`src/design/bes_pkg.sv`:
```
package bes_pkg;

   localparam int REG_SLOTS = 4;
   localparam int CHAR_W = 8;
   localparam int LEN_W = 4;
   localparam int SLOT_W = 2;
   localparam int REPL_W = 64;
   localparam int COUNT_W = 3;
   localparam int CSR_DATA_W = 64;
   localparam int CSR_ADDR_W = 6;
   localparam int CSR_IDX_W = 3;
   localparam int QUEUE_DEPTH = 2;
   localparam int QPTR_W = 1;
   localparam int QCNT_W = 2;

   localparam int DEF_SPECIAL_SLOTS = 4;
   localparam int DEF_MAX_REPLACE_LEN = 8;

   typedef enum logic [CSR_IDX_W-1:0] {
      REG_CHARS   = 3'd0,
      REG_COUNT   = 3'd1,
      REG_LENGTHS = 3'd2,
      REG_REPL0   = 3'd3,
      REG_REPL1   = 3'd4,
      REG_REPL2   = 3'd5,
      REG_REPL3   = 3'd6
   } reg_index_type;

   typedef struct packed {
      logic [REG_SLOTS*CHAR_W-1:0]          chars;
      logic [COUNT_W-1:0]                   count;
      logic [REG_SLOTS*LEN_W-1:0]           lengths;
      logic [REG_SLOTS-1:0][REPL_W-1:0]     repl;
   } cfg_type;

   typedef struct packed {
      logic [CHAR_W-1:0] data;
      logic              hit;
      logic [SLOT_W-1:0] slot;
      logic [LEN_W-1:0]  len;
   } entry_type;

endpackage

```
`src/design/byte_escape_substitution.sv`:
```
// byte escape substitution
// input queue side: drive req_in_byte with req_push; a word is taken at a clock edge
// where req_push is high and req_full is low.
// result queue side: while rsp_empty is low the oldest result word is on rsp_out_byte,
// rsp_run_last and rsp_was_replaced; rsp_pop takes it.
// a byte matching an active special slot becomes that slot's replacement string,
// otherwise it passes through; a zero-length replacement deletes the byte.
// configuration over the csr_ port, 64-bit registers at byte address 8*index; the user
// must write them only while no word is in flight, the block does not enforce it.
// a pushed word is stored in the queue, then loaded into the output register before it
// shows on the result side. one pass-through byte per cycle while the receiver pops; a
// replaced byte holds the back end until its last byte is in the single output register.
// a two-entry queue between the classifier and the expander lets input keep
// flowing while a replacement drains; when the receiver stalls, the output register
// holds and the queue fills, then req_full rises.
// reset clears the configuration registers and empties both queues.
module byte_escape_substitution #(
   parameter int SPECIAL_SLOTS   = bes_pkg::DEF_SPECIAL_SLOTS,
   parameter int MAX_REPLACE_LEN = bes_pkg::DEF_MAX_REPLACE_LEN
) (
   input  logic                           clock,
   input  logic                           reset,
   input  logic                           req_push,
   output logic                           req_full,
   input  logic [bes_pkg::CHAR_W-1:0]     req_in_byte,
   output logic                           rsp_empty,
   input  logic                           rsp_pop,
   output logic [bes_pkg::CHAR_W-1:0]     rsp_out_byte,
   output logic                           rsp_run_last,
   output logic                           rsp_was_replaced,
   input  logic                           csr_psel,
   input  logic                           csr_penable,
   input  logic                           csr_pwrite,
   input  logic [bes_pkg::CSR_ADDR_W-1:0] csr_paddr,
   input  logic [bes_pkg::CSR_DATA_W-1:0] csr_pwdata,
   output logic [bes_pkg::CSR_DATA_W-1:0] csr_prdata,
   output logic                           csr_pready
);
   import bes_pkg::*;

   cfg_type   cfg;
   entry_type entry;
   entry_type head;
   logic      keep;
   logic      q_full;
   logic      q_empty;
   logic      q_pop;

   assign req_full = q_full;

   bes_csr u_csr (
      .clock       (clock),
      .reset       (reset),
      .csr_psel    (csr_psel),
      .csr_penable (csr_penable),
      .csr_pwrite  (csr_pwrite),
      .csr_paddr   (csr_paddr),
      .csr_pwdata  (csr_pwdata),
      .csr_prdata  (csr_prdata),
      .csr_pready  (csr_pready),
      .cfg         (cfg)
   );

   bes_front #(
      .SPECIAL_SLOTS   (SPECIAL_SLOTS),
      .MAX_REPLACE_LEN (MAX_REPLACE_LEN)
   ) u_front (
      .cfg     (cfg),
      .in_byte (req_in_byte),
      .entry   (entry),
      .keep    (keep)
   );

   bes_queue u_queue (
      .clock     (clock),
      .reset     (reset),
      .push      (req_push & keep),
      .push_data (entry),
      .pop       (q_pop),
      .full      (q_full),
      .empty     (q_empty),
      .head      (head)
   );

   bes_back #(
      .MAX_REPLACE_LEN (MAX_REPLACE_LEN)
   ) u_back (
      .clock            (clock),
      .reset            (reset),
      .cfg              (cfg),
      .q_empty          (q_empty),
      .head             (head),
      .q_pop            (q_pop),
      .rsp_empty        (rsp_empty),
      .rsp_pop          (rsp_pop),
      .rsp_out_byte     (rsp_out_byte),
      .rsp_run_last     (rsp_run_last),
      .rsp_was_replaced (rsp_was_replaced)
   );

endmodule

```
`src/design/bes_csr.sv`:
```
module bes_csr (
   input  logic                           clock,
   input  logic                           reset,
   input  logic                           csr_psel,
   input  logic                           csr_penable,
   input  logic                           csr_pwrite,
   input  logic [bes_pkg::CSR_ADDR_W-1:0] csr_paddr,
   input  logic [bes_pkg::CSR_DATA_W-1:0] csr_pwdata,
   output logic [bes_pkg::CSR_DATA_W-1:0] csr_prdata,
   output logic                           csr_pready,
   output bes_pkg::cfg_type               cfg
);
   import bes_pkg::*;

   cfg_type                  cfg_ff;
   cfg_type                  cfg_in;
   logic [CSR_IDX_W-1:0]     index;
   logic                     wr_en;

   assign index = csr_paddr[CSR_ADDR_W-1 -: CSR_IDX_W];
   assign wr_en = csr_psel & csr_penable & csr_pwrite;
   assign csr_pready = 1'b1;
   assign cfg = cfg_ff;

   always_comb begin
      cfg_in = cfg_ff;
      if (wr_en) begin
         case (index)
            REG_CHARS:   cfg_in.chars = csr_pwdata[REG_SLOTS*CHAR_W-1:0];
            REG_COUNT:   cfg_in.count = csr_pwdata[COUNT_W-1:0];
            REG_LENGTHS: cfg_in.lengths = csr_pwdata[REG_SLOTS*LEN_W-1:0];
            REG_REPL0:   cfg_in.repl[0] = csr_pwdata[REPL_W-1:0];
            REG_REPL1:   cfg_in.repl[1] = csr_pwdata[REPL_W-1:0];
            REG_REPL2:   cfg_in.repl[2] = csr_pwdata[REPL_W-1:0];
            REG_REPL3:   cfg_in.repl[3] = csr_pwdata[REPL_W-1:0];
            default:     cfg_in = cfg_ff;
         endcase
      end
   end

   always_comb begin
      case (index)
         REG_CHARS:   csr_prdata = CSR_DATA_W'(cfg_ff.chars);
         REG_COUNT:   csr_prdata = CSR_DATA_W'(cfg_ff.count);
         REG_LENGTHS: csr_prdata = CSR_DATA_W'(cfg_ff.lengths);
         REG_REPL0:   csr_prdata = CSR_DATA_W'(cfg_ff.repl[0]);
         REG_REPL1:   csr_prdata = CSR_DATA_W'(cfg_ff.repl[1]);
         REG_REPL2:   csr_prdata = CSR_DATA_W'(cfg_ff.repl[2]);
         REG_REPL3:   csr_prdata = CSR_DATA_W'(cfg_ff.repl[3]);
         default:     csr_prdata = '0;
      endcase
   end

   always_ff @(posedge clock) begin
      if (reset) begin
         cfg_ff <= '0;
      end else begin
         cfg_ff <= cfg_in;
      end
   end

endmodule

```
`src/design/bes_front.sv`:
```
module bes_front #(
   parameter int SPECIAL_SLOTS   = bes_pkg::DEF_SPECIAL_SLOTS,
   parameter int MAX_REPLACE_LEN = bes_pkg::DEF_MAX_REPLACE_LEN
) (
   input  bes_pkg::cfg_type             cfg,
   input  logic [bes_pkg::CHAR_W-1:0]   in_byte,
   output bes_pkg::entry_type           entry,
   output logic                         keep
);
   import bes_pkg::*;

   localparam int ACTIVE_MAX = (SPECIAL_SLOTS < REG_SLOTS) ? SPECIAL_SLOTS : REG_SLOTS;

   logic              hit;
   logic [SLOT_W-1:0] slot;
   logic [LEN_W-1:0]  nibble;
   logic [LEN_W-1:0]  len;

   // highest matching active slot wins
   always_comb begin
      hit = 1'b0;
      slot = '0;
      for (int i = 0; i < ACTIVE_MAX; i++) begin
         if ((i < int'(cfg.count)) && (cfg.chars[i*CHAR_W +: CHAR_W] == in_byte)) begin
            hit = 1'b1;
            slot = SLOT_W'(i);
         end
      end
   end

   always_comb begin
      nibble = cfg.lengths[slot*LEN_W +: LEN_W];
      if (nibble > LEN_W'(MAX_REPLACE_LEN)) begin
         len = LEN_W'(MAX_REPLACE_LEN);
      end else begin
         len = nibble;
      end
   end

   always_comb begin
      entry.data = in_byte;
      entry.hit = hit;
      entry.slot = slot;
      entry.len = len;
      keep = !hit || (len != '0);
   end

endmodule

```
`src/design/bes_queue.sv`:
```
module bes_queue (
   input  logic                clock,
   input  logic                reset,
   input  logic                push,
   input  bes_pkg::entry_type  push_data,
   input  logic                pop,
   output logic                full,
   output logic                empty,
   output bes_pkg::entry_type  head
);
   import bes_pkg::*;

   entry_type           mem_ff [QUEUE_DEPTH];
   logic [QPTR_W-1:0]   wr_ptr_ff;
   logic [QPTR_W-1:0]   wr_ptr_in;
   logic [QPTR_W-1:0]   rd_ptr_ff;
   logic [QPTR_W-1:0]   rd_ptr_in;
   logic [QCNT_W-1:0]   count_ff;
   logic [QCNT_W-1:0]   count_in;
   logic                do_push;
   logic                do_pop;

   assign full = (count_ff == QCNT_W'(QUEUE_DEPTH));
   assign empty = (count_ff == '0);
   assign head = mem_ff[rd_ptr_ff];
   assign do_push = push & !full;
   assign do_pop = pop & !empty;

   always_comb begin
      wr_ptr_in = do_push ? QPTR_W'(wr_ptr_ff + 1'b1) : wr_ptr_ff;
      rd_ptr_in = do_pop ? QPTR_W'(rd_ptr_ff + 1'b1) : rd_ptr_ff;
      count_in = count_ff;
      if (do_push && !do_pop) begin
         count_in = count_ff + 1'b1;
      end else if (do_pop && !do_push) begin
         count_in = count_ff - 1'b1;
      end
   end

   always_ff @(posedge clock) begin
      if (do_push) begin
         mem_ff[wr_ptr_ff] <= push_data;
      end
   end

   always_ff @(posedge clock) begin
      if (reset) begin
         wr_ptr_ff <= '0;
         rd_ptr_ff <= '0;
         count_ff <= '0;
      end else begin
         wr_ptr_ff <= wr_ptr_in;
         rd_ptr_ff <= rd_ptr_in;
         count_ff <= count_in;
      end
   end

endmodule

```
`src/design/bes_back.sv`:
```
module bes_back #(
   parameter int MAX_REPLACE_LEN = bes_pkg::DEF_MAX_REPLACE_LEN
) (
   input  logic                        clock,
   input  logic                        reset,
   input  bes_pkg::cfg_type            cfg,
   input  logic                        q_empty,
   input  bes_pkg::entry_type          head,
   output logic                        q_pop,
   output logic                        rsp_empty,
   input  logic                        rsp_pop,
   output logic [bes_pkg::CHAR_W-1:0]  rsp_out_byte,
   output logic                        rsp_run_last,
   output logic                        rsp_was_replaced
);
   import bes_pkg::*;

   localparam int IDX_W = (MAX_REPLACE_LEN > 1) ? $clog2(MAX_REPLACE_LEN) : 1;

   logic [IDX_W-1:0]  idx_ff;
   logic [IDX_W-1:0]  idx_in;
   logic              valid_ff;
   logic              valid_in;
   logic [CHAR_W-1:0] byte_ff;
   logic [CHAR_W-1:0] byte_in;
   logic              last_ff;
   logic              last_in;
   logic              repl_ff;
   logic              repl_in;
   logic [REPL_W-1:0] repl_word;
   logic [LEN_W-1:0]  idx_plus;
   logic              advance;
   logic              last;

   assign advance = !q_empty && (!valid_ff || rsp_pop);
   assign repl_word = cfg.repl[head.slot];
   assign idx_plus = LEN_W'(idx_ff) + LEN_W'(1);
   assign last = !head.hit || (idx_plus == head.len);
   assign q_pop = advance && last;

   always_comb begin
      idx_in = idx_ff;
      valid_in = valid_ff && !rsp_pop;
      byte_in = byte_ff;
      last_in = last_ff;
      repl_in = repl_ff;
      if (advance) begin
         idx_in = last ? '0 : IDX_W'(idx_plus);
         valid_in = 1'b1;
         byte_in = head.hit ? CHAR_W'(repl_word >> {idx_ff, 3'b000}) : head.data;
         last_in = last;
         repl_in = head.hit;
      end
   end

   always_ff @(posedge clock) begin
      if (reset) begin
         idx_ff <= '0;
         valid_ff <= 1'b0;
      end else begin
         idx_ff <= idx_in;
         valid_ff <= valid_in;
      end
   end

   always_ff @(posedge clock) begin
      byte_ff <= byte_in;
      last_ff <= last_in;
      repl_ff <= repl_in;
   end

   assign rsp_empty = !valid_ff;
   assign rsp_out_byte = byte_ff;
   assign rsp_run_last = last_ff;
   assign rsp_was_replaced = repl_ff;

endmodule

```
`config.mk`:
```
export PLATFORM = sky130hd
export DESIGN_NAME = byte_escape_substitution
export DESIGN_NICKNAME = d
export VERILOG_FILES = /design/src/design/bes_pkg.sv /design/src/design/byte_escape_substitution.sv /design/src/design/bes_csr.sv /design/src/design/bes_front.sv /design/src/design/bes_queue.sv /design/src/design/bes_back.sv
export SDC_FILE = /design/constraint.sdc
export NUM_CORES = 1
export LEC_CHECK = 0
export ABC_CLOCK_PERIOD_IN_PS = 4500
export BUFFER_PORTS_ARGS = -buffer_cell sky130_fd_sc_hd__clkbuf_2
export CORE_ASPECT_RATIO = 0.75
export CORE_MARGIN = 10
export CORE_UTILIZATION = 55
export CTS_BUF_LIST = sky130_fd_sc_hd__clkbuf_2 sky130_fd_sc_hd__clkbuf_4 sky130_fd_sc_hd__clkbuf_8
export DETAILED_ROUTE_END_ITERATION = 6
export PLACE_DENSITY_LB_ADDON = 0.12
export SYNTH_ARGS = -nofsm -noshare
export SYNTH_HDL_FRONTEND = slang
export SYNTH_SLANG_ARGS = --single-unit
```
`constraint.sdc`:
```
create_clock -name clock -period 4.5 [get_ports clock]
set_clock_uncertainty 0.2 [all_clocks]
set_input_delay 0.225 -clock clock [delete_from_list [all_inputs] [get_ports clock]]
set_output_delay 0.225 -clock clock [all_outputs]
set_load 0.02 [all_outputs]
```
### Word-level counts from Yosys, hierarchy flattened

Memory sizes are Yosys's and may differ from the RTL's. A register that Yosys moved wholly into a read port is not among the register bits.
Cells that the tools add are included.

| operators by class | value |
|---|---|
| bitwise logic cells | 5 |
| magnitude comparators | 6 |
| shifts and indexed selects | 2 |
| $add $sub $neg | 5 |
| reduce and logical (&&, ||, !) cells | 31 |
| equal/unequal tests | 12 |
| mux-type cells | 20 |

Operator list:

| kind | number |
|---|---|
| $pmux W64 S7 | 1 |
| $bmux W64 S2 | 1 |
| $mux W64 | 1 |
| $shr A64 B6 Y8 | 1 |
| $eq A8 B8 Y1 | 4 |
| $shiftx A16 B5 Y4 | 1 |
| $reduce_and A2 Y1 | 7 |
| $mux W1 | 10 |
| $eq A3 B3 Y1 const B | 3 |
| $logic_and A1 B1 Y1 | 9 |
| $logic_not A1 Y1 | 8 |
| $mux W2 | 4 |
| $mux W8 | 1 |
| $eq A3 B2 Y1 const B | 2 |
| $lt A1 B3 Y1 const A | 2 |
| $lt A2 B3 Y1 const A | 2 |
| $and A1 B1 Y1 | 5 |
| $add A3 B1 Y4 const B | 1 |
| $eq A4 B4 Y1 | 1 |
| $gt A4 B4 Y1 const B | 1 |
| $mux W4 | 1 |
| $reduce_bool A4 Y1 | 1 |
| $eq A3 B1 Y1 const B | 1 |
| $logic_not A3 Y1 | 1 |
| other kinds (9) | 12 |

| storage, ports and cells | value |
|---|---|
| memories | 1 |
| register bits after elaboration | 325 |
| output and inout bits | 77 |
| logic and storage cells | 97 |
| input bits | 85 |
| memory bits (writable) | 30 |

Memory list:

| memory | words | bits a word | read ports | clocked after Yosys merged registers in | write ports | line | RTL |
|---|---|---|---|---|---|---|---|
| u_queue.mem_ff | 2 | 15 | 1 | 1 | 1 | bes_queue.sv:13 | `entry_type mem_ff [QUEUE_DEPTH];` |

### Longest topological paths before layout

Gate-level depths: netlist of the first run.

| logic depth | value |
|---|---|
| depth in word-level cells | 16 |
| mapped depth | 13 |
| mapped depth without buffers | 11 |

### Modules after synthesis

From an unflattened synthesis of the first run, not the netlist that was laid out.

| second synthesis, totals | value |
|---|---|
| cells, all modules | 1814 |
| area total of the unflattened synthesis | 19296.0 um2 |

Modules (own cells, without submodules):

| module | sequential area each (um2) | instances | area each (um2) | cells each |
|---|---|---|---|---|
| bes_csr | 6145.9 | 1 | 14431.3 | 1403 |
| bes_back | 380.4 | 1 | 2829.0 | 239 |
| bes_queue | 1001.0 | 1 | 1297.5 | 72 |
| bes_front | 0.0 | 1 | 732.0 | 99 |
| byte_escape_substitution | 0.0 | 1 | 6.3 | 1 |

### Worst setup path after synthesis of the first run

OpenSTA, ideal clock, no wires.

| timing path | value |
|---|---|
| kind | input-to-reg |
| from | input req_in_byte[1] (netlist name) |
| to | memory u_queue.mem_ff[0][0] (netlist name), enable pin |
| stages on the path | 8 |
| path buffers | 2 |
| arrival | 3158 ps |
| slack | 726 ps |
| setup time | 416 ps |
| data required time | 3884 ps |
| cell sequence | buf_2 xor2_1 or4_4 or3_1 buf_2 o211ai_2 nand3_1 a311oi_1 |

| between the ends | value |
|---|---|
| cells in the longest elaborated chain, start to end | 14 |
| elaborated cells between the ends (all ways) | 25 |
| those cells by class | order compare (1); eq/ne (4); shift (1); mux (10); bitwise (2); reduce/logical (7) |

RTL lines:

| item | line | RTL |
|---|---|---|
| from (decl) | byte_escape_substitution.sv:25 | `input logic [bes_pkg::CHAR_W-1:0] req_in_byte,` |
| $eq A8 B8 Y1 | bes_front.sv:24 | `if ((i < int'(cfg.count)) && (cfg.chars[i*CHAR_W +: CHAR_W] == in_byte)) begin` |
| $logic_and A1 B1 Y1 | bes_front.sv:24 |  |
| $mux W1 | bes_front.sv:24 |  |
| $mux W2 (2 in a row) | bes_front.sv:24 |  |
| $shiftx A16 B5 Y4 | bes_front.sv:32 | `nibble = cfg.lengths[slot*LEN_W +: LEN_W];` |
| $gt A4 B4 Y1 | bes_front.sv:33 | `if (nibble > LEN_W'(MAX_REPLACE_LEN)) begin` |
| $mux W4 | bes_front.sv:33 |  |
| $reduce_bool A4 Y1 | bes_front.sv:45 | `keep = !hit \|\| (len != '0);` |
| $logic_or A1 B1 Y1 * | bes_front.sv:45 |  |
| $and A1 B1 Y1 * | byte_escape_substitution.sv:77 | `.push (req_push & keep),` |
| $and A1 B1 Y1 * | bes_queue.sv:26 | `assign do_push = push & !full;` |
| $mux W1 * | bes_queue.sv:41 | `if (do_push) begin` |
| $mux W1 (not written as such) * | bes_queue.sv:42 | `mem_ff[wr_ptr_ff] <= push_data;` |
| to (decl) | bes_queue.sv:13 |  |

Every way passes the cells marked *; elsewhere a longest branch is shown, timed or not.

### Worst setup path after layout of the first run

| timing path | value |
|---|---|
| from | input req_in_byte[6] (netlist name) |
| to | register u_queue.count_ff[1] |

| between the ends | value |
|---|---|
| cells in the longest elaborated chain, start to end | 15 |
| elaborated cells between the ends (all ways) | 28 |
| those cells by class | order compare (1); eq/ne (4); shift (1); mux (9); bitwise (2); reduce/logical (11) |

RTL lines:

| item | line | RTL |
|---|---|---|
| $eq A8 B8 Y1 | bes_front.sv:24 |  |
| $logic_and A1 B1 Y1 | bes_front.sv:24 |  |
| $mux W1 | bes_front.sv:24 |  |
| $mux W2 (2 in a row) | bes_front.sv:24 |  |
| $shiftx A16 B5 Y4 | bes_front.sv:32 |  |
| $gt A4 B4 Y1 | bes_front.sv:33 |  |
| $mux W4 | bes_front.sv:33 |  |
| $reduce_bool A4 Y1 | bes_front.sv:45 |  |
| $logic_or A1 B1 Y1 * | bes_front.sv:45 |  |
| $and A1 B1 Y1 * | byte_escape_substitution.sv:77 |  |
| $and A1 B1 Y1 * | bes_queue.sv:26 |  |
| named net u_queue.do_push | bes_queue.sv:20 | `logic do_push;` |
| $logic_not A1 Y1 | bes_queue.sv:35 | `end else if (do_pop && !do_push) begin` |
| $logic_and A1 B1 Y1 | bes_queue.sv:35 |  |
| $reduce_bool A2 Y1 (no source line) | -- |  |
| to (signal assigned) | bes_queue.sv:54 | `count_ff <= count_in;` |
| to (decl) | bes_queue.sv:18 | `logic [QCNT_W-1:0] count_ff;` |

The timed path passes the listed nets; every way through them passes the cells marked *.
A chain may end at the register's enable or synchronous reset.

==> results of run 1 <==
cells by family (layout without fill, tap and decap cells):
| family | count (synthesis) | after routing |
|---|---|---|
| buf+inv | 176 | 377 |
| fa+ha+maj | 2 | 2 |
| other cells | 1 | 2 |
| xor+xnor | 42 | 42 |
| mux | 120 | 120 |
| compound gates | 511 | 511 |
| flops | 356 | 356 |
| simple gates | 763 | 763 |
power by group:
group          switching (mW)  internal (mW)
Sequential             0.0716           3.36
Clock                    1.27           1.49
Combinational           0.819          0.528
Total                    2.16           5.38
stage by stage:
| step | power [mW] | std cells | utilization (%) |
|---|---|---|---|
| finish | 7.54 | 2572 | 65.6 |
| global route | 7.81 | 2572 | 65.6 |
| CTS | 7.55 | 2571 | 65.6 |
| detailed placement | 4.78 | 2400 | 59.4 |
| global placement | 4.77 | 2400 | 59.4 |
| floorplan | 4.35 | 1971 | - |
synth_stat cells, types with 3 or more instances:
| cell | n | share of area, % |
|---|---|---|
| sky130_fd_sc_hd__nand2_1 | 661 | 15 |
| sky130_fd_sc_hd__a21oi_1 | 343 | 10 |
| sky130_fd_sc_hd__dfxtp_1 | 316 | 37 |
| sky130_fd_sc_hd__clkbuf_1 | 131 | 2.9 |
| sky130_fd_sc_hd__a22oi_1 | 118 | 5.2 |
| sky130_fd_sc_hd__mux4_2 | 80 | 11 |
| sky130_fd_sc_hd__edfxtp_1 | 40 | 7.1 |
| sky130_fd_sc_hd__xnor2_1 | 31 | 1.6 |
| sky130_fd_sc_hd__nand3_1 | 22 | 0.65 |
| sky130_fd_sc_hd__mux2i_1 | 21 | 1.2 |
| sky130_fd_sc_hd__nor2_1 | 20 | 0.44 |
| sky130_fd_sc_hd__buf_1 | 19 | 0.42 |
| sky130_fd_sc_hd__a221oi_1 | 17 | 0.88 |
| sky130_fd_sc_hd__mux2_2 | 17 | 1.1 |
| sky130_fd_sc_hd__buf_2 | 14 | 0.41 |
| sky130_fd_sc_hd__nor2b_1 | 12 | 0.44 |
| sky130_fd_sc_hd__xor2_1 | 11 | 0.57 |
| sky130_fd_sc_hd__a211oi_1 | 9 | 0.40 |
| sky130_fd_sc_hd__inv_1 | 8 | 0.18 |
| sky130_fd_sc_hd__nor3_1 | 8 | 0.24 |
| sky130_fd_sc_hd__and3_1 | 6 | 0.22 |
| sky130_fd_sc_hd__and2_1 | 5 | 0.18 |
| sky130_fd_sc_hd__nand2b_1 | 5 | 0.18 |
| sky130_fd_sc_hd__nand4_1 | 5 | 0.18 |
| sky130_fd_sc_hd__o21ai_0 | 5 | 0.15 |
| sky130_fd_sc_hd__a31oi_1 | 4 | 0.15 |
| sky130_fd_sc_hd__or3_1 | 4 | 0.15 |
| sky130_fd_sc_hd__buf_4 | 3 | 0.13 |
| sky130_fd_sc_hd__or2_2 | 3 | 0.11 |
flip-flops by register name (all words and copies together) (netlist names), named ones only:
name,flops
u_back.rsp_was_replaced,1
u_back.rsp_out_byte,8
u_back.rsp_run_last,1
u_queue.mem_ff,30
u_back.valid_ff,1
u_csr.cfg,307
u_back.idx_ff,3
u_queue.wr_ptr_ff,1
u_queue.count_ff,2
u_queue.rd_ptr_ff,1
area by class of cell:
cell class	instances	area (um2)
diodes	1	2.50
inverters	8	30.0
fillers	2591	10400
repair buffers	275	1960
multi-input cells	1439	8750
clock buffers	84	1020
flip-flops and latches	356	7530
well taps	399	499
clock inverters	10	70.1
critical path: cells and delay by family:
| kind | cells | cell delay (ns) |
|---|---|---|
| compound gates | 4 | 0.73 |
| xor+xnor | 1 | 0.20 |
| fa+ha+maj | 1 | 0.36 |
| buf+inv | 2 | 0.81 |
| simple gates | 4 | 1.60 |
layer usage:
layer / share of wire [%] / GRT usage [%]
met1: 41 / 40.0
met2: 44 / 43.9
met5: 0.022 / 0
met3: 12 / 7.90
met4: 2.8 / 10.2
worst paths after layout:
check | end | slack (ns) | depth (start not counted)
min | u_queue.wr_ptr_ff | 0.05 | 5
max reg2reg | u_back.rsp_out_byte[7] | 0.95 | 6
min reg2reg | u_csr.cfg[259] | 0.26 | 2
max | u_queue.count_ff[1] | 0.90 | 12
timing repair:
action	CTS	global route
hold buffers	77	0
hold endpoints to repair	328	0
buffers inserted	0	0
gates resized for setup	0	0
==> flow_summary.ini, run 1 <==
[yosys]
synth_async_sr_flop_share_pct = 0
synthMuxAreaShare_pct = 13.3
synth-compound-area-share_pct = 17.8
postSynthAreaPerCell_um2 = 8.59
synth_enable_flop_cells = 40
post_synth_instance_area_um2 = 16900
synth-seq-cells = 356
yosys.area_share.adder_pct = 0.148
dominant_combinational_cell_family_by_area_after_synthesis = simple AND/OR/NAND/NOR gates
proportion_of_synthesized_chip_area_in_sequential_cells_pct = 44.5
post_synth_and_or_nand_nor_area_fraction_pct = 18.0
synth.lib_cells_used.distinct = 51
post_synth_inst_count = 1971
synthesis.yosys.warnings = 0
ys_dominant_reg_cell = sky130_fd_sc_hd__dfxtp_1
yosys.area_share.xor_xnor_pct = 2.17
synthesis.nets = 2058

[die]
floorplan.die.width_um = 223
num_io_pins = 162
dieArea_um2 = 38300
die_y_um = 172
core_box_area_um2 = 30300
placementRows = 55
starting_density_of_the_core_pct = 55.9

[worst_setup_path]
worstSetupPathType = in2reg
critPathCaptureType = flop
timing.critical_path.from = req_in_byte[6]
cp_data_required_time_ns = 4.83
crit_path_frequent_cell = sky130_fd_sc_hd__or3_1
crit_chain = dlygate4sd3_1 -> clkbuf_2 -> xor2_1 -> or4_4 -> or3_1 -> nor2_1 -> o31a_1 -> o21a_1 -> a31oi_1 -> ha_1 -> or3_1 -> a21oi_1
maximum_fanout_encountered_on_the_critical_timing_path = 6
crit_path_top_delay_cell = sky130_fd_sc_hd__or4_4
timing.critical_path.from_type = input port
max_stage_delay_ns = 0.60
crit_arrival_ns = 3.93

[clocking]
clk_latency_ns = 0.62
cts_tree = built
clk_sink_count = 356
cts_inserted_buffers = 55
cts_max_level = 2
max-clock-path-buffers = 3
ctsRootBufferMaster = sky130_fd_sc_hd__clkbuf_8
clk_pin_slew_worst_paths_ns = 0.06

[hold_path]
worst_hold_startpoint = req_push
tightest_hold_check_type = in2reg

[global_routing]
grt.total_usage_pct = 29.3
initial_antenna_violation_count = 2
grt.overflow.total = 0
grt_start_max_net_pins = 173
via_count_of_the_first_global_routing_pass = 15200
grt_first_pass_wirelength_mm = 88.7

[timing]
relSlewSlack_pct = 35.5
layout_min_cycle_time_ns = 3.60
setup-violations-final = 0
timing_max_transition_violations_final = 0
fin_crit_sh_pct = 79.9
tightest_slew_ns = 0.967
hold_ws_ns = 0.0511
post-route-worst-setup-slack_ns = 0.904
top_achievable_clock_speed_ghz = 0.278
rsz0062_at_grt = false
timing_hold_violations_final = 0
tns_ns = 0

[detailed_routing]
dr.pass1.iters = 6
wl_per_cell_um = 22.7
drt.antenna.violating_nets = 0
drt_via_density = 6.18
drt_wl_total_mm = 58.3
drt_first_iter_violations = 1940
detailroute.via_count = 15900
drt_drc_violations_left = 0

[place]
gp_congestion = 0.932
detailedPlacementHpwl_mm = 37.3
port-buffer-count = 157
setup_slack_placement_ns = 0.941
detailed_place.area_um2 = 18000

[pwr]
pwr_dens_nw_per_um2 = 380
power.leakage_nw = 6.92
irDropWorstVdd_mv = 0.285

[finish]
areaGrowthSynthToFinish_pct = 17.3
layout_commonest_cell = sky130_fd_sc_hd__nand2_1
final_cell_mix = 657 x sky130_fd_sc_hd__nand2_1, 343 x sky130_fd_sc_hd__a21oi_1, 316 x sky130_fd_sc_hd__dfxtp_1, 156 x sky130_fd_sc_hd__clkbuf_2, 118 x sky130_fd_sc_hd__a22oi_1
final_layout_size_suffix_gt1_share_pct = 18.8
nets = 2222
final_design_area_no_fill_um2 = 19900

[outcome]
run_status = finished, final reports clean

[run]
drv.max_cap_violation_count = 0
Power figures use the tool's default switching activity.
==> run 2: changes to the inputs <==
Settings changed: ABC_CLOCK_PERIOD_IN_PS 4500 to 3650.
Clock period 4.5 ns to 3.65 ns, I/O delays scaled along.
==> run 2 against run 1 <==
Net effect: first-iteration DRC count rose by 10%; setup slack got worse by 0.68 ns; cell count rose by 0.51%; register-to-register slack got worse by 0.73 ns; power rose by 28%; non-clock buffer count rose by 2; flip-flop and latch count did not move; global-route usage rose by 0.48 points; cell area rose by 1.2%.
==> flow_summary.ini, run 2 (synthesis results as in run 1) <==
[outcome]
run_status = finished, final reports clean

[global_routing]
grt_first_pass_wirelength_mm = 89.9
grt_start_max_net_pins = 115
grt.total_usage_pct = 29.8
grt.overflow.total = 0
via_count_of_the_first_global_routing_pass = 15200
initial_antenna_violation_count = 4

[clocking]
cts_repair_resize_count = 0
cts.repair_timing.setup_buffer_count = 0
clk_latency_ns = 0.63
cts_inserted_buffers = 56
cts_tree = built
cts_max_level = 2
postCtsHoldBufs = 75
ctsRootBufferMaster = sky130_fd_sc_hd__clkbuf_8
max-clock-path-buffers = 3
clk_sink_count = 356
clk_pin_slew_worst_paths_ns = 0.07

[finish]
fillers = 2554
final_cell_mix = 657 x sky130_fd_sc_hd__nand2_1, 343 x sky130_fd_sc_hd__a21oi_1, 316 x sky130_fd_sc_hd__dfxtp_1, 156 x sky130_fd_sc_hd__clkbuf_2, 118 x sky130_fd_sc_hd__a22oi_1
layout_commonest_cell = sky130_fd_sc_hd__nand2_1
nets = 2225
final_design_area_no_fill_um2 = 20100
areaGrowthSynthToFinish_pct = 18.7
number_of_flip_flops_under_the_largest_register_name = 307
final_layout_size_suffix_gt1_share_pct = 19.6

[worst_setup_path]
crit_chain = xor2_1 -> or4_4 -> or3_1 -> nor2_1 -> o31a_1 -> o21a_1 -> a31oi_1 -> ha_1 -> or3_1 -> a21oi_1
timing.critical_path.from_type = flop
cp_top_family = simple AND/OR/NAND/NOR gates
reg2reg_to = u_queue.count_ff[1]
critical_path_buffer_and_inverter_count = 0
max_stage_delay_ns = 0.56
crit_path_top_delay_cell = sky130_fd_sc_hd__or4_4
crit_arrival_ns = 3.78
reg2regPathDepth = 10
worst-r2r-setup-slack_ns = 0.22
crit-reg2reg-launch = u_csr.cfg[297]
crit_path_frequent_cell = sky130_fd_sc_hd__or3_1
worstSetupPathType = reg2reg
critPathCaptureType = flop
cp_data_required_time_ns = 4.00
maximum_fanout_encountered_on_the_critical_timing_path = 6

[die]
floorplan.die.width_um = 223
dieArea_um2 = 38300
starting_density_of_the_core_pct = 55.9
core_box_area_um2 = 30300
placementRows = 55
num_io_pins = 162
die_y_um = 172

[detailed_routing]
dr.pass1.iters = 5
wl_per_cell_um = 23.0
drt_first_iter_violations = 2134
drt_wl_total_mm = 59.4
drt_via_density = 6.19
detailroute.via_count = 16000
drt_drc_violations_left = 0
drt.antenna.violating_nets = 0

[timing]
post-route-worst-setup-slack_ns = 0.221
rsz0062_at_grt = false
setup-violations-final = 0
tightest_slew_ns = 0.782
relSlewSlack_pct = 47.9
fin_crit_sh_pct = 93.9
timing_max_transition_violations_final = 0
timing_hold_violations_final = 0
layout_min_cycle_time_ns = 3.43
tns_ns = 0
top_achievable_clock_speed_ghz = 0.292

[pwr]
internal_power_mw = 6.89
irDropWorstVdd_mv = 0.300
pwr_dens_nw_per_um2 = 479
power.switching_mw = 2.74
p_comb_share_pct = 17.3
power.leakage_nw = 7.04
part_of_the_power_in_the_clock_network_pct = 38.7
share_seq_of_total_power_pct = 44.0
switching_share_pct = 28.4
finalPower_mw = 9.63

[hold_path]
min_delay_path_depth = 4
worst_hold_path.endpoint = u_queue.wr_ptr_ff
tightest_hold_check_type = in2reg
worst_hold_startpoint = req_push

[place]
detailedPlacementHpwl_mm = 37.9
port-buffer-count = 157
detailed_place.area_um2 = 18100
gp_congestion = 0.950
setup_slack_placement_ns = 0.173

[run]
drv.max_cap_violation_count = 0
==> run 2: changes by cell type in the layout (fill, tap and decap cells not counted) <==
cell,change
sky130_fd_sc_hd__diode_2,+2
sky130_fd_sc_hd__clkinvlp_4,-1
sky130_fd_sc_hd__buf_12,+5
sky130_fd_sc_hd__clkbuf_8,+11
sky130_fd_sc_hd__dlygate4sd3_1,-2
sky130_fd_sc_hd__clkinv_2,+3
sky130_fd_sc_hd__clkbuf_4,+1
sky130_fd_sc_hd__inv_6,+1
sky130_fd_sc_hd__clkinv_1,-6
sky130_fd_sc_hd__buf_4,-1
==> run 2: power groups by stage <==
stage / clock network (mW) / registers, mW / logic [mW]
after detailed placement: 0 / 4.32 / 1.58
final: 3.73 / 4.24 / 1.66
after global placement: 0 / 4.31 / 1.56
after floorplan: 0 / 4.34 / 1.02
after CTS: 3.74 / 4.24 / 1.65
after global routing: 3.93 / 4.25 / 1.77
==> run 2: worst reg2reg max path, delay by kind of cell (launching register included) <==
kind | cells | cell delay (ns)
and+or+nand+nor | 4 | 1.56
AOI/OAI and AO/OA | 4 | 0.72
DFF | 1 | 0.35
adders and majority gates | 1 | 0.35
xor gates and xnor gates | 1 | 0.17
==> run 2: worst max-delay path by stage <==
stage | start | to | slack, ns | cells after the start
2_1_floorplan | u_csr.cfg[297] | u_queue.mem_ff[0][0] | -0.10 | 7
3_3_place_gp | req_in_byte[6] | u_queue.count_ff[1] | 0.23 | 11
3_5_place_dp | req_in_byte[6] | u_queue.count_ff[1] | 0.17 | 11
4_1_cts | u_csr.cfg[297] | u_queue.count_ff[1] | 0.23 | 10
5_1_grt | u_csr.cfg[297] | u_queue.count_ff[1] | 0.12 | 11
6_report | u_csr.cfg[297] | u_queue.count_ff[1] | 0.22 | 10
==> run 2: cell type report <==
type | instances | area [um2] | area share, %
antenna | 3 | 7.51 | 0.0374
clock buffer | 96 | 1180 | 5.89
clock inverter | 7 | 63.8 | 0.318
inverter | 8 | 30.0 | 0.149
multi-input combinational | 1439 | 8750 | 43.5
sequential | 356 | 7530 | 37.5
tap | 399 | 499 | 2.48
timing repair buffer | 277 | 2030 | 10.1
==> run 2: metal layers <==
layer  vias up  wire length, um  GRT usage [%]
met2       930            25700           44.3
met3       132             7190           8.77
met1      7706            24900           40.9
met4         0             1520           9.38
met5         -                0              0
li1       7243                -              -
==> run 2: stage by stage <==
| step | instances | util [%] | hold WS, ns |
|---|---|---|---|
| floorplan | 1971 | - | 0.0814 |
| global placement | 2404 | 59.7 | 0.243 |
| detailed placement | 2404 | 59.7 | 0.253 |
| CTS | 2582 | 66.3 | 0.0164 |
| global route | 2583 | 66.3 | 0.0411 |
| finish | 2585 | 66.4 | 0.0301 |
